--- src/rtl/ctes_pkg.sv ---
// Shared types and constants of the cycle timer event scheduler.
// No dependencies.
`default_nettype none
package ctes_pkg;

  localparam int unsigned MAX_RESULTS = 8;
  localparam int unsigned DIV_STEPS   = 64;

  typedef enum logic [1:0] {
    KIND_START   = 2'd0,
    KIND_STOP    = 2'd1,
    KIND_READ    = 2'd2,
    KIND_ADVANCE = 2'd3
  } kind_e;

  localparam logic STATUS_OK  = 1'b0;
  localparam logic STATUS_REJ = 1'b1;

  typedef enum logic [3:0] {
    ST_IDLE,
    ST_ARM,
    ST_READ,
    ST_DIV,
    ST_SRD,
    ST_SCMP,
    ST_SEND,
    ST_FIRE,
    ST_RMUL,
    ST_RWR,
    ST_NEXT,
    ST_EMIT
  } state_e;

  typedef struct packed {
    logic        fired;
    logic [2:0]  fired_slot;
    logic [31:0] read_value;
    logic        status;
    logic        last;
  } res_t;

  typedef struct packed {
    logic        dl_en;
    logic        cfg_en;
    logic [63:0] deadline;
    logic [31:0] count;
    logic [31:0] rate;
  } mem_wr_t;

  typedef struct packed {
    logic [63:0] deadline;
    logic [31:0] count;
    logic [31:0] rate;
  } mem_rd_t;

  typedef struct packed {
    logic        start;
    logic [63:0] dividend;
    logic [31:0] divisor;
  } div_req_t;

endpackage
`default_nettype wire

--- src/rtl/ctes_div.sv ---
// Restoring 64-by-32 divider, one quotient bit per cycle; low 32 quotient bits out.
// Depends on ctes_pkg.
`default_nettype none
module ctes_div (
  input  wire logic               clk_i,
  input  wire logic               rst_ni,
  input  wire ctes_pkg::div_req_t req_i,
  output logic                    done_o,
  output logic [31:0]             quot_o
);
  import ctes_pkg::*;

  localparam int unsigned CW = $clog2(DIV_STEPS + 1);

  logic [CW-1:0] cnt_q, cnt_d;
  logic          done_q, done_d;
  logic [63:0]   dvd_q, dvd_d;
  logic [31:0]   dvs_q, dvs_d;
  logic [31:0]   rem_q, rem_d;
  logic [31:0]   quo_q, quo_d;
  logic [32:0]   rem_sh;
  logic          ge;

  always_comb begin
    rem_sh = {rem_q, dvd_q[63]};
    ge     = rem_sh >= {1'b0, dvs_q};
    cnt_d  = cnt_q;
    done_d = 1'b0;
    dvd_d  = dvd_q;
    dvs_d  = dvs_q;
    rem_d  = rem_q;
    quo_d  = quo_q;
    if (req_i.start) begin
      cnt_d = CW'(DIV_STEPS);
      dvd_d = req_i.dividend;
      dvs_d = req_i.divisor;
      rem_d = '0;
      quo_d = '0;
    end else if (cnt_q != '0) begin
      cnt_d  = cnt_q - 1'b1;
      done_d = (cnt_q == CW'(1));
      dvd_d  = {dvd_q[62:0], 1'b0};
      rem_d  = ge ? 32'(rem_sh - {1'b0, dvs_q}) : rem_sh[31:0];
      quo_d  = {quo_q[30:0], ge};
    end
  end

  always_ff @(posedge clk_i or negedge rst_ni) begin
    if (!rst_ni) begin
      cnt_q  <= '0;
      done_q <= 1'b0;
    end else begin
      cnt_q  <= cnt_d;
      done_q <= done_d;
    end
  end

  always_ff @(posedge clk_i) begin
    dvd_q <= dvd_d;
    dvs_q <= dvs_d;
    rem_q <= rem_d;
    quo_q <= quo_d;
  end

  assign done_o = done_q;
  assign quot_o = quo_q;
endmodule
`default_nettype wire

--- config.mk ---
export PLATFORM = sky130hd
export DESIGN_NAME = ctes_div
export DESIGN_NICKNAME = d
export VERILOG_FILES = /design/src/rtl/ctes_pkg.sv /design/src/rtl/ctes_div.sv
export SDC_FILE = /design/constraint.sdc
export NUM_CORES = 1
export LEC_CHECK = 0
export ABC_CLOCK_PERIOD_IN_PS = 9600
export BUFFER_PORTS_ARGS = -buffer_cell sky130_fd_sc_hd__clkbuf_2
export CAP_MARGIN = 20
export CORE_UTILIZATION = 55
export CTS_CLUSTER_DIAMETER = 50
export DETAILED_ROUTE_END_ITERATION = 6
export PLACE_DENSITY = 0.78
export SYNTH_ARGS = -nofsm -noshare
export SYNTH_HDL_FRONTEND = slang
export SYNTH_SLANG_ARGS = --single-unit
--- constraint.sdc ---
create_clock -name clk_i -period 9.6 [get_ports clk_i]
set_clock_uncertainty 0.2 [all_clocks]
set_input_delay 0.48 -clock clk_i [delete_from_list [all_inputs] [get_ports clk_i]]
set_output_delay 0.48 -clock clk_i [all_outputs]
set_load 0.01 [all_outputs]
Word level (Yosys, flattened, before mapping)
Index checks and enable logic that the tools add are counted.
- reduce and logical (&&, ||, !) cells: 2
- $lt $le $gt $ge: 1
- equality and inequality tests: 1
- multiplexer cells: 7
- add/subtract/negate cells: 2
- operators with widths (cell ; count):
    64-bit two-way mux ; 2
    33-bit by 32-bit greater-or-equal comparator with 1-bit output ; 1
    32-bit two-way mux ; 1
    32-bit subtractor ; 1
    7-bit two-way mux ; 2
    7-bit by 1-bit == test with 1-bit output (second input constant) ; 1
    7-bit nonzero test ; 1
    7-bit by 1-bit subtractor with 7-bit output (second input constant) ; 1
    1-bit two-way mux ; 2
    2-bit nonzero test ; 1
- bits of input ports: 99
- bits in registers: 168
- logic and storage cells: 19
- output and inout port bits: 33

Depth between registers and ports, before layout
Gate-level depths: netlist (run 1).
- depth after elaboration: 3
- depth in mapped cells: 12
- gate-level depth less buffers: 11

Least setup slack after synthesis (run 1)
No wires, ideal clock.
- kind: input to register
- start: input port req_i[96] in the netlist's numbering
- end: register dvd_q[0], enable pin
- library setup time: 0.432 ns
- data required time: 8.968 ns
- cell stages on the path: 3
- arrival time: 2.608 ns
- setup slack: 6.360 ns
- buffers on the path: 2
- path through: clkbuf_1 clkbuf_1 nand2b_1
- word-level cells in the longest chain between the ends: 1
- RTL lines (item ; line ; source):
    from (decl) ; ctes_div.sv:7 ; input wire ctes_pkg::div_req_t req_i,
    2-bit nonzero test (no line) ; -- ;
    to (signal assigned) ; ctes_div.sv:59 ; dvd_q <= dvd_d;
    to (decl) ; ctes_div.sv:17 ; logic [63:0] dvd_q, dvd_d;
Every way passes these cells.
A chain may end at the register's enable or synchronous reset.

Worst setup path in the final report (run 1)
- start: register dvs_q[26]
- end: register rem_q[23]
- word-level cells in the longest chain between the ends: 2
- RTL lines (item ; line ; source):
    from (decl) ; ctes_div.sv:18 ; logic [31:0] dvs_q, dvs_d;
    from (signal assigned) ; ctes_div.sv:60 ; dvs_q <= dvs_d;
    33-bit by 32-bit greater-or-equal comparator with 1-bit output ; ctes_div.sv:26 ; ge = rem_sh >= {1'b0, dvs_q};
    32-bit two-way mux ; ctes_div.sv:43 ; rem_d = ge ? 32'(rem_sh - {1'b0, dvs_q}) : rem_sh[31:0];
    to (signal assigned) ; ctes_div.sv:61 ; rem_q <= rem_d;
    to (decl) ; ctes_div.sv:19 ; logic [31:0] rem_q, rem_d;
Every way passes these cells.

==> flow_metrics.py, run 1 <==
metrics = {
    "grt": {
        "antenna_found_initial": 0,
        "grt_pass1_wl_um": 28200,
        "grt_pass1_vias": 5827,
        "grtUsageMet3_pct": 8.21,
        "gr-usage-met1_pct": 28.7,
        "track_usage_pct": 22.2,
        "grt_max_degree": 100,
        "top_usage_layer": "met2",
        "met2_usage_pct": 34.7,
        "grt-ovfl-total": 0,
    },
    "cts": {
        "cts-buffers-inserted": 17,
        "clock_latency_ns": 0.43,
        "clkTransAtPathRegs_ns": 0.07,
        "cts_root_buf": "clkbuf_16",
        "cts.repair.resized": 0,
        "cts_max_level": 4,
        "clk_path_buf_depth": 2,
        "cts_tree": "yes",
        "clkSinkCount": 168,
    },
    "sta": {
        "slew_headroom_pct": 29.8,
        "finalSetupTns_ns": 0,
        "fin_crit_sh_pct": 34.6,
        "rsz0062_at_grt": "false",
        "tightest_slew_ns": 1.04,
        "setup_viol": 0,
        "fmax_ghz": 0.301,
        "finalHoldViolCount": 0,
        "maxSlewViolCount": 0,
        "fin_crit_ns": 3.32,
    },
    "worst_setup_path": {
        "endpoint_kind": "register",
        "crit_required_ns": 9.73,
        "ff2ff_setup_slack_ns": 6.28,
        "arrival_ns": 3.46,
        "crit_path_start_kind": "register",
        "path_class": "register to register",
        "regToRegStartpoint": "dvs_q[26]",
        "r2r_end": "rem_q[23]",
        "crit_path_max_fanout": 13,
        "crit_end": "rem_q[23]",
        "r2r_cells": 10,
        "setup.worst_path.start": "dvs_q[26]",
    },
    "synthesis": {
        "synthesis.area_um2": 8600,
        "avgSynthCellArea_um2": 10.5,
        "ys_seq_area_share_pct": 50.8,
        "syn_nets": 950,
        "ys_ff_latch": 168,
        "synth_edf_count": 96,
        "synth_top_cell_by_area": "edfxtp_1",
        "synth_cell_types": 62,
        "synthCells": 816,
        "ys.flop_type": "edfxtp_1",
        "yosysWarnings": 0,
        "yosysTopAreaCellShare_pct": 33.5,
        "synthArstFlopShare_pct": 4.76,
        "ys_top_cells_by_area": "edfxtp_1 (34%), dfxtp_1 (15%), mux2_2 (8.5%)",
    },
    "floorplan": {
        "rows": 45,
        "core_um2": 15200,
        "die_w_um": 127,
        "die-height_um": 127,
        "initial_core_util_pct": 56.6,
        "dieArea_um2": 16100,
        "io_pins": 132,
    },
    "detailed_routing": {
        "drtIter0Drc": 472,
        "num_vias": 6328,
        "dr.pass1.iters": 4,
        "routed_via_density": 5.63,
        "wl_um": 17300,
        "ant_nets": 0,
        "avgRoutedWirePerCell_um": 15.4,
        "drc": 0,
    },
    "power_and_ir_drop": {
        "power_leakage_nw": 4.18,
        "power.total_mw": 2.44,
        "vdd_ir_drop_max_v": 0.000152,
        "power.density_nw_per_um2": 245,
    },
    "outcome": {
        "run_status": "completed",
    },
    "finish": {
        "drive_gt1_share_pct": 25.7,
        "nets": 1056,
        "nFillCells": 1226,
        "utilization_pct": 65.4,
        "final_area_um2": 9950,
        "syn2layout_area_growth_pct": 15.7,
        "diodes": 0,
        "register_area_um2": 4360,
        "multiInputGateArea_um2": 3840,
    },
    "place": {
        "gp_congestion": 0.926,
        "dpl.hpwl_um": 11700,
        "io_buffers": 131,
        "placed_cell_area_um2": 9300,
    },
    "job": {
        "drv_cap": 0,
    },
    "worst_hold_path": {
        "hold_depth": 1,
        "hold_class": "input pin to register",
    },
}
==> cell type report <==
cell class,instances,area share (%)
clock buffers,17,4.28
clock inverters,15,2.10
inverters,46,1.74
multi-input cells,553,38.6
flip-flops and latches,168,43.9
well taps,188,2.36
repair buffers,136,7.06
==> cell usage after synthesis, drive strengths merged, types with 6 or more instances <==
master and number:
buf 22, a21o 11, ha 34, nand2 102
mux2i 22, a21oi 74, dfrtp 8, nand2b 8
nand3 6, xnor2 19, inv 46, edfxtp 96
nor3 13, mux2 66, dfxtp 64, a311oi 9
clkbuf 27, xor2 8, o21bai 6, o21ai 23
nor2 54, nand4 11, a211oi 30
==> kinds of logic after synthesis <==
logic type	Yosys count	share of synthesized area, %
xor gates and xnor gates	27	2.75
AOI/OAI and AO/OA	188	14.4
DFF	168	50.8
buffers and inverters	95	4.64
adders and majority gates	35	5.18
muxes	88	11.3
and+or+nand+nor	215	11.0
==> layout by cell type, fill, tap and decap left out, types with 3 or more instances in the layout <==
cell / synthesis / final
a211oi_1: 29 / 29
a21o_1: 11 / 11
a21oi_1: 74 / 74
a311oi_1: 9 / 9
and2_1: 5 / 5
and3_1: 3 / 3
buf_4: 2 / 4
bufinv_16: 0 / 3
clkbuf_16: 0 / 17
clkbuf_2: 0 / 130
clkinvlp_4: 0 / 3
dfrtp_1: 8 / 8
dfxtp_1: 64 / 64
edfxtp_1: 96 / 96
ha_1: 34 / 34
inv_1: 46 / 46
inv_8: 0 / 4
mux2_2: 65 / 65
mux2i_1: 22 / 22
nand2_1: 102 / 101
nand2b_1: 8 / 7
nand3_1: 6 / 6
nand4_1: 11 / 11
nand4b_1: 3 / 3
nor2_1: 54 / 54
nor2b_1: 3 / 3
nor3_1: 13 / 13
o2111a_1: 3 / 3
o211ai_1: 5 / 5
o21ai_0: 20 / 20
o21bai_1: 6 / 6
xnor2_1: 19 / 19
xor2_1: 8 / 8
==> critical path, cell delays in order (launching register included) <==
cell and delay, ns:
edfxtp_1 0.33, inv_1 0.04, ha_1 0.40, a21o_1 0.25, a221o_1 0.33, a21oi_1 0.17, o211ai_1 0.13, a31o_1 0.24
a31oi_2 0.71, nand2_1 0.14, a311oi_1 0.29
==> registers in the layout (all words and copies together), names as in the netlist <==
| register | flops |
|---|---|
| cnt_q | 7 |
| done_o | 1 |
| dvd_q | 64 |
| dvs_q | 32 |
| quot_o | 32 |
| rem_q | 32 |
==> per-stage QoR <==
| stage | hold WS [ns] | worst slack (ns) | cells |
|---|---|---|---|
| detailed placement | 0.137 | 6.28 | 1090 |
| floorplan | -0.0156 | 6.36 | 816 |
| global placement | 0.137 | 6.35 | 1090 |
| finish | 0.0227 | 6.28 | 1123 |
| CTS | 0.00480 | 6.29 | 1123 |
| global route | 0.00221 | 6.00 | 1123 |
==> worst min-delay path by stage <==
stage	endpoint	start
2_1_floorplan	cnt_q[0]	rst_ni
6_report	dvs_q[5]	req_i[5]
3_3_place_gp	done_o	rst_ni
3_5_place_dp	done_o	rst_ni
5_1_grt	dvs_q[5]	req_i[5]
4_1_cts	dvs_q[5]	req_i[5]
==> repair_timing <==
action,CTS,global route
setup buffers,0,0
hold buffers,1,0
hold endpoints to repair,8,0
==> report_power, final <==
part	switching [mW]	leakage, nW	internal, mW	total, mW
clock network	0.302	0.301	0.420	0.723
logic	0.430	2.27	0.328	0.758
registers	0.0633	1.61	0.896	0.959
total	0.795	4.18	1.65	2.44
==> routing by layer <==
layer	vias to the layer above	part of all wire (%)
met3	20	8.8
met2	209	46
met4	0	1.2
met1	2928	44
li1	3171	-
met5	-	0
Power figures use the tool's default switching activity.
==> run 2, diff against run 1 <==
--- a/config.mk
+++ b/config.mk
@@ -5,7 +5,7 @@
 export SDC_FILE = /design/constraint.sdc
 export NUM_CORES = 1
 export LEC_CHECK = 0
-export ABC_CLOCK_PERIOD_IN_PS = 9600
+export ABC_CLOCK_PERIOD_IN_PS = 3100
 export BUFFER_PORTS_ARGS = -buffer_cell sky130_fd_sc_hd__clkbuf_2
 export CAP_MARGIN = 20
 export CORE_UTILIZATION = 55
==> constraint.sdc (replaced) <==
create_clock -name clk_i -period 3.1 [get_ports clk_i]
set_clock_uncertainty 0.2 [all_clocks]
set_input_delay 0.155 -clock clk_i [delete_from_list [all_inputs] [get_ports clk_i]]
set_output_delay 0.155 -clock clk_i [all_outputs]
set_load 0.01 [all_outputs]
==> flow_metrics.py, run 2 (same netlist as run 1, synthesis figures left out) <==
metrics = {
    "detailed_routing": {
        "routed_via_density": 5.56,
        "drc": 0,
        "num_vias": 6921,
        "wl_um": 20800,
        "avgRoutedWirePerCell_um": 16.7,
        "drtIter0Drc": 546,
        "dr.pass1.iters": 5,
        "ant_nets": 0,
    },
    "floorplan": {
        "rows": 45,
        "dieArea_um2": 16100,
        "core_um2": 15200,
        "die_w_um": 127,
        "io_pins": 132,
        "die-height_um": 127,
        "initial_core_util_pct": 56.6,
    },
    "sta": {
        "finalSetupTns_ns": 0,
        "finalHoldViolCount": 0,
        "maxSlewViolCount": 0,
        "fmax_ghz": 0.333,
        "slew_headroom_pct": 46.6,
        "fin_crit_sh_pct": 97.0,
        "hold_ws_ns": 0.230,
        "fin_crit_ns": 3.01,
        "setup_viol": 0,
        "fin_ws_ns": 0.0942,
        "tightest_slew_ns": 0.802,
    },
    "worst_hold_path": {
        "hold_path_end": "dvs_q[22]",
        "hold_class": "input pin to register",
        "hold_path_startpoint": "req_i[22]",
        "hold_depth": 2,
    },
    "place": {
        "io_buffers": 131,
        "dpl.hpwl_um": 12500,
        "gp_congestion": 0.921,
        "pre_cts_ws_ns": 0.131,
        "placed_cell_area_um2": 9520,
        "dp.cells": 1114,
    },
    "cts": {
        "clkSinkCount": 168,
        "cts_max_level": 4,
        "cts-buffers-inserted": 17,
        "cts_tree": "yes",
        "cts_root_buf": "clkbuf_16",
        "clk_path_buf_depth": 2,
        "clock_latency_ns": 0.44,
        "clkTransAtPathRegs_ns": 0.07,
    },
    "worst_setup_path": {
        "ff2ff_setup_slack_ns": 0.09,
        "crit_required_ns": 3.24,
        "path_class": "register to register",
        "r2r_end": "rem_q[4]",
        "endpoint_kind": "register",
        "regToRegStartpoint": "dvs_q[29]",
        "r2r_cells": 11,
        "crit_path_start_kind": "register",
        "crit_path_max_fanout": 16,
        "arrival_ns": 3.15,
    },
    "power_and_ir_drop": {
        "vdd_ir_drop_max_v": 0.000541,
        "power.density_nw_per_um2": 702,
        "power.total_mw": 7.86,
        "power_leakage_nw": 4.71,
    },
    "finish": {
        "top_register": "dvd_q",
        "final_common_cell": "clkbuf_2",
        "final_cell_mix": "clkbuf_2 (130), nand2_1 (101), dlygate4sd3_1 (99), edfxtp_1 (96), a21oi_1 (73)",
        "syn2layout_area_growth_pct": 30.1,
        "nets": 1178,
        "diodes": 0,
        "utilization_pct": 73.6,
        "final_area_um2": 11200,
        "drive_gt1_share_pct": 26.3,
        "final_cells": 1245,
        "largest_reg_flops": 64,
    },
    "grt": {
        "grt_pass1_vias": 6675,
        "track_usage_pct": 26.5,
        "grt_pass1_wl_um": 33100,
        "grt-ovfl-total": 0,
        "antenna_found_initial": 0,
        "grt_max_degree": 69,
    },
    "job": {
        "drv_cap": 0,
    },
    "outcome": {
        "run_status": "completed",
    },
}
## run 2: cell count changes in the layout (fill, tap and decap cells not counted), moves of 4 or more
cell	previous run	this run
dlygate4sd3_1	1	99
o21ai_0	20	16
ha_2	0	5
ha_1	34	28
buf_4	4	25
## run 2: worst max path at each step
stage	slack, ns	end	cells after the start	start
after floorplan	0.35	rem_q[1]	12	dvs_q[26]
after global placement	0.17	rem_q[23]	11	dvs_q[29]
after detailed placement	0.13	rem_q[26]	10	dvs_q[5]
after CTS	0.11	rem_q[1]	11	dvs_q[6]
after global routing	-0.02	rem_q[1]	11	dvs_q[9]
final	0.09	rem_q[4]	11	dvs_q[29]
## run 2: layout make-up
| cell class | count | area [um2] |
|---|---|---|
| Tap cell | 188 | 235 |
| Fill cell | 1040 | 4020 |
| Sequential cell | 168 | 4360 |
| Clock buffer | 17 | 425 |
| Inverter | 46 | 173 |
| Multi-Input combinational cell | 553 | 3930 |
| Clock inverter | 15 | 161 |
| Timing Repair Buffer | 258 | 1900 |
## run 2: metal layers
metal / GRT usage, % / up-vias / wire, um / part of all wire [%]
met5: 0 / - / 0 / 0
met4: 8.75 / 0 / 431 / 2.1
li1: - / 3413 / - / -
met2: 44.4 / 222 / 10400 / 50
met1: 33.1 / 3247 / 8860 / 43
met3: 7.37 / 39 / 1130 / 5.4
## run 2: critical path: stages, from the launching register on
cell	delay [ns]
edfxtp_1	0.32
inv_1	0.04
ha_1	0.37
and3_1	0.27
a221o_1	0.31
a21oi_1	0.17
o211ai_1	0.14
a31o_1	0.26
a31o_4	0.25
buf_12	0.16
mux2i_2	0.15
a211oi_2	0.24
## run 2: report_power, final
part	internal (mW)	switching [mW]	total, mW
Sequential	2.78	0.222	3.00
Combinational	1.26	1.47	2.74
Clock	1.14	0.977	2.12
Total	5.19	2.67	7.86
## run 2: what timing repair did
action | in CTS | in global routing
endpoints found under the hold margin | 122 | 0
resized for setup | 0 | 22
hold buffers | 99 | 0
setup buffers | 0 | 0
setup endpoints to repair | 0 | 28
==> run 3, diff against run 2 <==
--- a/config.mk
+++ b/config.mk
@@ -11,7 +11,7 @@
 export CORE_UTILIZATION = 55
 export CTS_CLUSTER_DIAMETER = 50
 export DETAILED_ROUTE_END_ITERATION = 6
-export PLACE_DENSITY = 0.78
+export PLACE_DENSITY = 0.8
 export SYNTH_ARGS = -nofsm -noshare
 export SYNTH_HDL_FRONTEND = slang
 export SYNTH_SLANG_ARGS = --single-unit
==> flow_metrics.py, run 3 (same netlist as run 1, synthesis figures left out) <==
metrics = {
    "detailed_routing": {
        "num_vias": 7078,
        "avgRoutedWirePerCell_um": 16.8,
        "wl_um": 21400,
        "routed_via_density": 5.57,
        "drc": 0,
        "drtIter0Drc": 573,
        "ant_nets": 0,
        "dr.pass1.iters": 7,
    },
    "floorplan": {
        "die-height_um": 127,
        "initial_core_util_pct": 56.6,
        "rows": 45,
        "io_pins": 132,
        "die_w_um": 127,
        "core_um2": 15200,
        "dieArea_um2": 16100,
    },
    "power_and_ir_drop": {
        "p_switching_mw": 2.72,
        "power_leakage_nw": 4.85,
        "power.density_nw_per_um2": 717,
        "power.share.switching_pct": 33.1,
        "combPwrFrac_pct": 35.9,
        "p_seq_share_pct": 36.4,
        "clkPwrFrac_pct": 27.7,
        "internal_power_mw": 5.49,
        "vdd_ir_drop_max_v": 0.000521,
        "power.total_mw": 8.21,
    },
    "grt": {
        "antenna_found_initial": 2,
        "grt_pass1_wl_um": 33000,
        "grt-ovfl-total": 0,
        "track_usage_pct": 26.3,
        "grt_pass1_vias": 6742,
        "grt_max_degree": 132,
    },
    "finish": {
        "final_common_cell": "clkbuf_2",
        "final_cell_mix": "clkbuf_2 (130), nand2_1 (101), dlygate4sd3_1 (99), edfxtp_1 (96), a21oi_1 (74)",
        "utilization_pct": 75.4,
        "syn2layout_area_growth_pct": 33.3,
        "nFillCells": 1004,
        "multiInputGateArea_um2": 3950,
        "register_area_um2": 4360,
        "drive_gt1_share_pct": 28.0,
        "final_cells": 1270,
        "largest_reg_flops": 64,
        "nets": 1201,
        "final_area_um2": 11500,
        "top_register": "dvd_q",
    },
    "cts": {
        "clkTransAtPathRegs_ns": 0.07,
        "cts_tree": "yes",
        "cts-buffers-inserted": 17,
        "clock_latency_ns": 0.43,
        "cts_root_buf": "clkbuf_16",
        "cts_max_level": 4,
        "clkSinkCount": 168,
        "clk_path_buf_depth": 2,
    },
    "sta": {
        "slew_headroom_pct": 47.6,
        "finalHoldViolCount": 0,
        "setup_viol": 0,
        "fin_ws_ns": 0.0847,
        "fmax_ghz": 0.332,
        "hold_ws_ns": 0.241,
        "maxSlewViolCount": 0,
        "tightest_slew_ns": 0.785,
        "fin_crit_ns": 3.02,
        "finalSetupTns_ns": 0,
        "fin_crit_sh_pct": 97.3,
    },
    "place": {
        "pre_cts_ws_ns": -0.000250,
        "placed_cell_area_um2": 9640,
        "dpl.hpwl_um": 12400,
        "dp.cells": 1128,
        "io_buffers": 131,
        "gp_congestion": 0.887,
    },
    "worst_setup_path": {
        "arrival_ns": 3.15,
        "crit_required_ns": 3.23,
        "crit_path_top_delay_cell": "a31oi_2",
        "endpoint_kind": "register",
        "cp_cell_sequence": "inv_1 > ha_1 > a21o_1 > a221o_1 > a21oi_1 > o211ai_1 > a31o_2 > buf_12 > a31oi_2 > nand2_1 > a311oi_1",
        "crit_path_start_kind": "register",
        "cpPeakStageDelay_ns": 0.44,
        "crit_path_max_fanout": 6,
        "path_class": "register to register",
    },
    "job": {
        "drv_cap": 0,
    },
    "outcome": {
        "run_status": "completed",
    },
    "worst_hold_path": {
        "hold_class": "input pin to register",
    },
}
run 3: cell types whose count changed in the layout (fill, tap and decap cells not counted), moves of 2 or more:
cell,change
buf_12,+3
ha_4,+2
a31o_2,+2
diode_2,+2
bufinv_16,+2
buf_4,+18
run 3: metal layers:
metal	wire [um]	part of all wire (%)	global-route usage [%]
met5	0	0	0
met4	601	2.8	10.2
met3	1190	5.6	6.83
met2	10600	49	44.4
met1	9010	42	32.5
run 3: worst paths after layout:
kind                             from         end  slack, ns  cells past startpoint
min in group asynchronous      rst_ni    cnt_q[1]       0.52                      3
min                          req_i[9]    dvs_q[9]       0.24                      2
max in group asynchronous      rst_ni    cnt_q[5]       1.90                      3
max reg2reg                 dvs_q[28]   rem_q[28]       0.08                     11
max                         dvs_q[28]   rem_q[28]       0.08                     11
min reg2reg                quot_o[31]  quot_o[31]       0.26                      2
run 3: critical path, delay by kind of cell (launching register included):
kind / cells / cell delay (ns)
DFF: 1 / 0.32
buffers and inverters: 2 / 0.18
and+or+nand+nor: 1 / 0.10
adders and majority gates: 1 / 0.32
AOI/OAI and AO/OA: 7 / 1.79
run 3: final cells by class:
class | count | share of cell area (%)
clock inverters | 15 | 1.80
diodes | 2 | 0.0437
repair buffers | 279 | 18.3
inverters | 46 | 1.51
clock buffers | 17 | 3.71
well taps | 188 | 2.05
flip-flops and latches | 168 | 38.1
multi-input cells | 555 | 34.5
run 3: power by group through the flow:
stage	clock, mW	sequential, mW	combinational (mW)
after floorplan	0	2.96	1.94
after global placement	0	3.00	2.53
after detailed placement	0	3.01	2.58
after CTS	2.30	2.97	2.72
after global routing	2.40	3.03	3.22
final	2.27	2.99	2.95
run 3: what timing repair did:
item | CTS | global route
resized for setup | 2 | 19
hold buffers | 99 | 0
pin swaps | 1 | 4
setup endpoints to repair | 11 | 31
setup buffers | 2 | 5
endpoints found under the hold margin | 115 | 0
cloned | 0 | 2
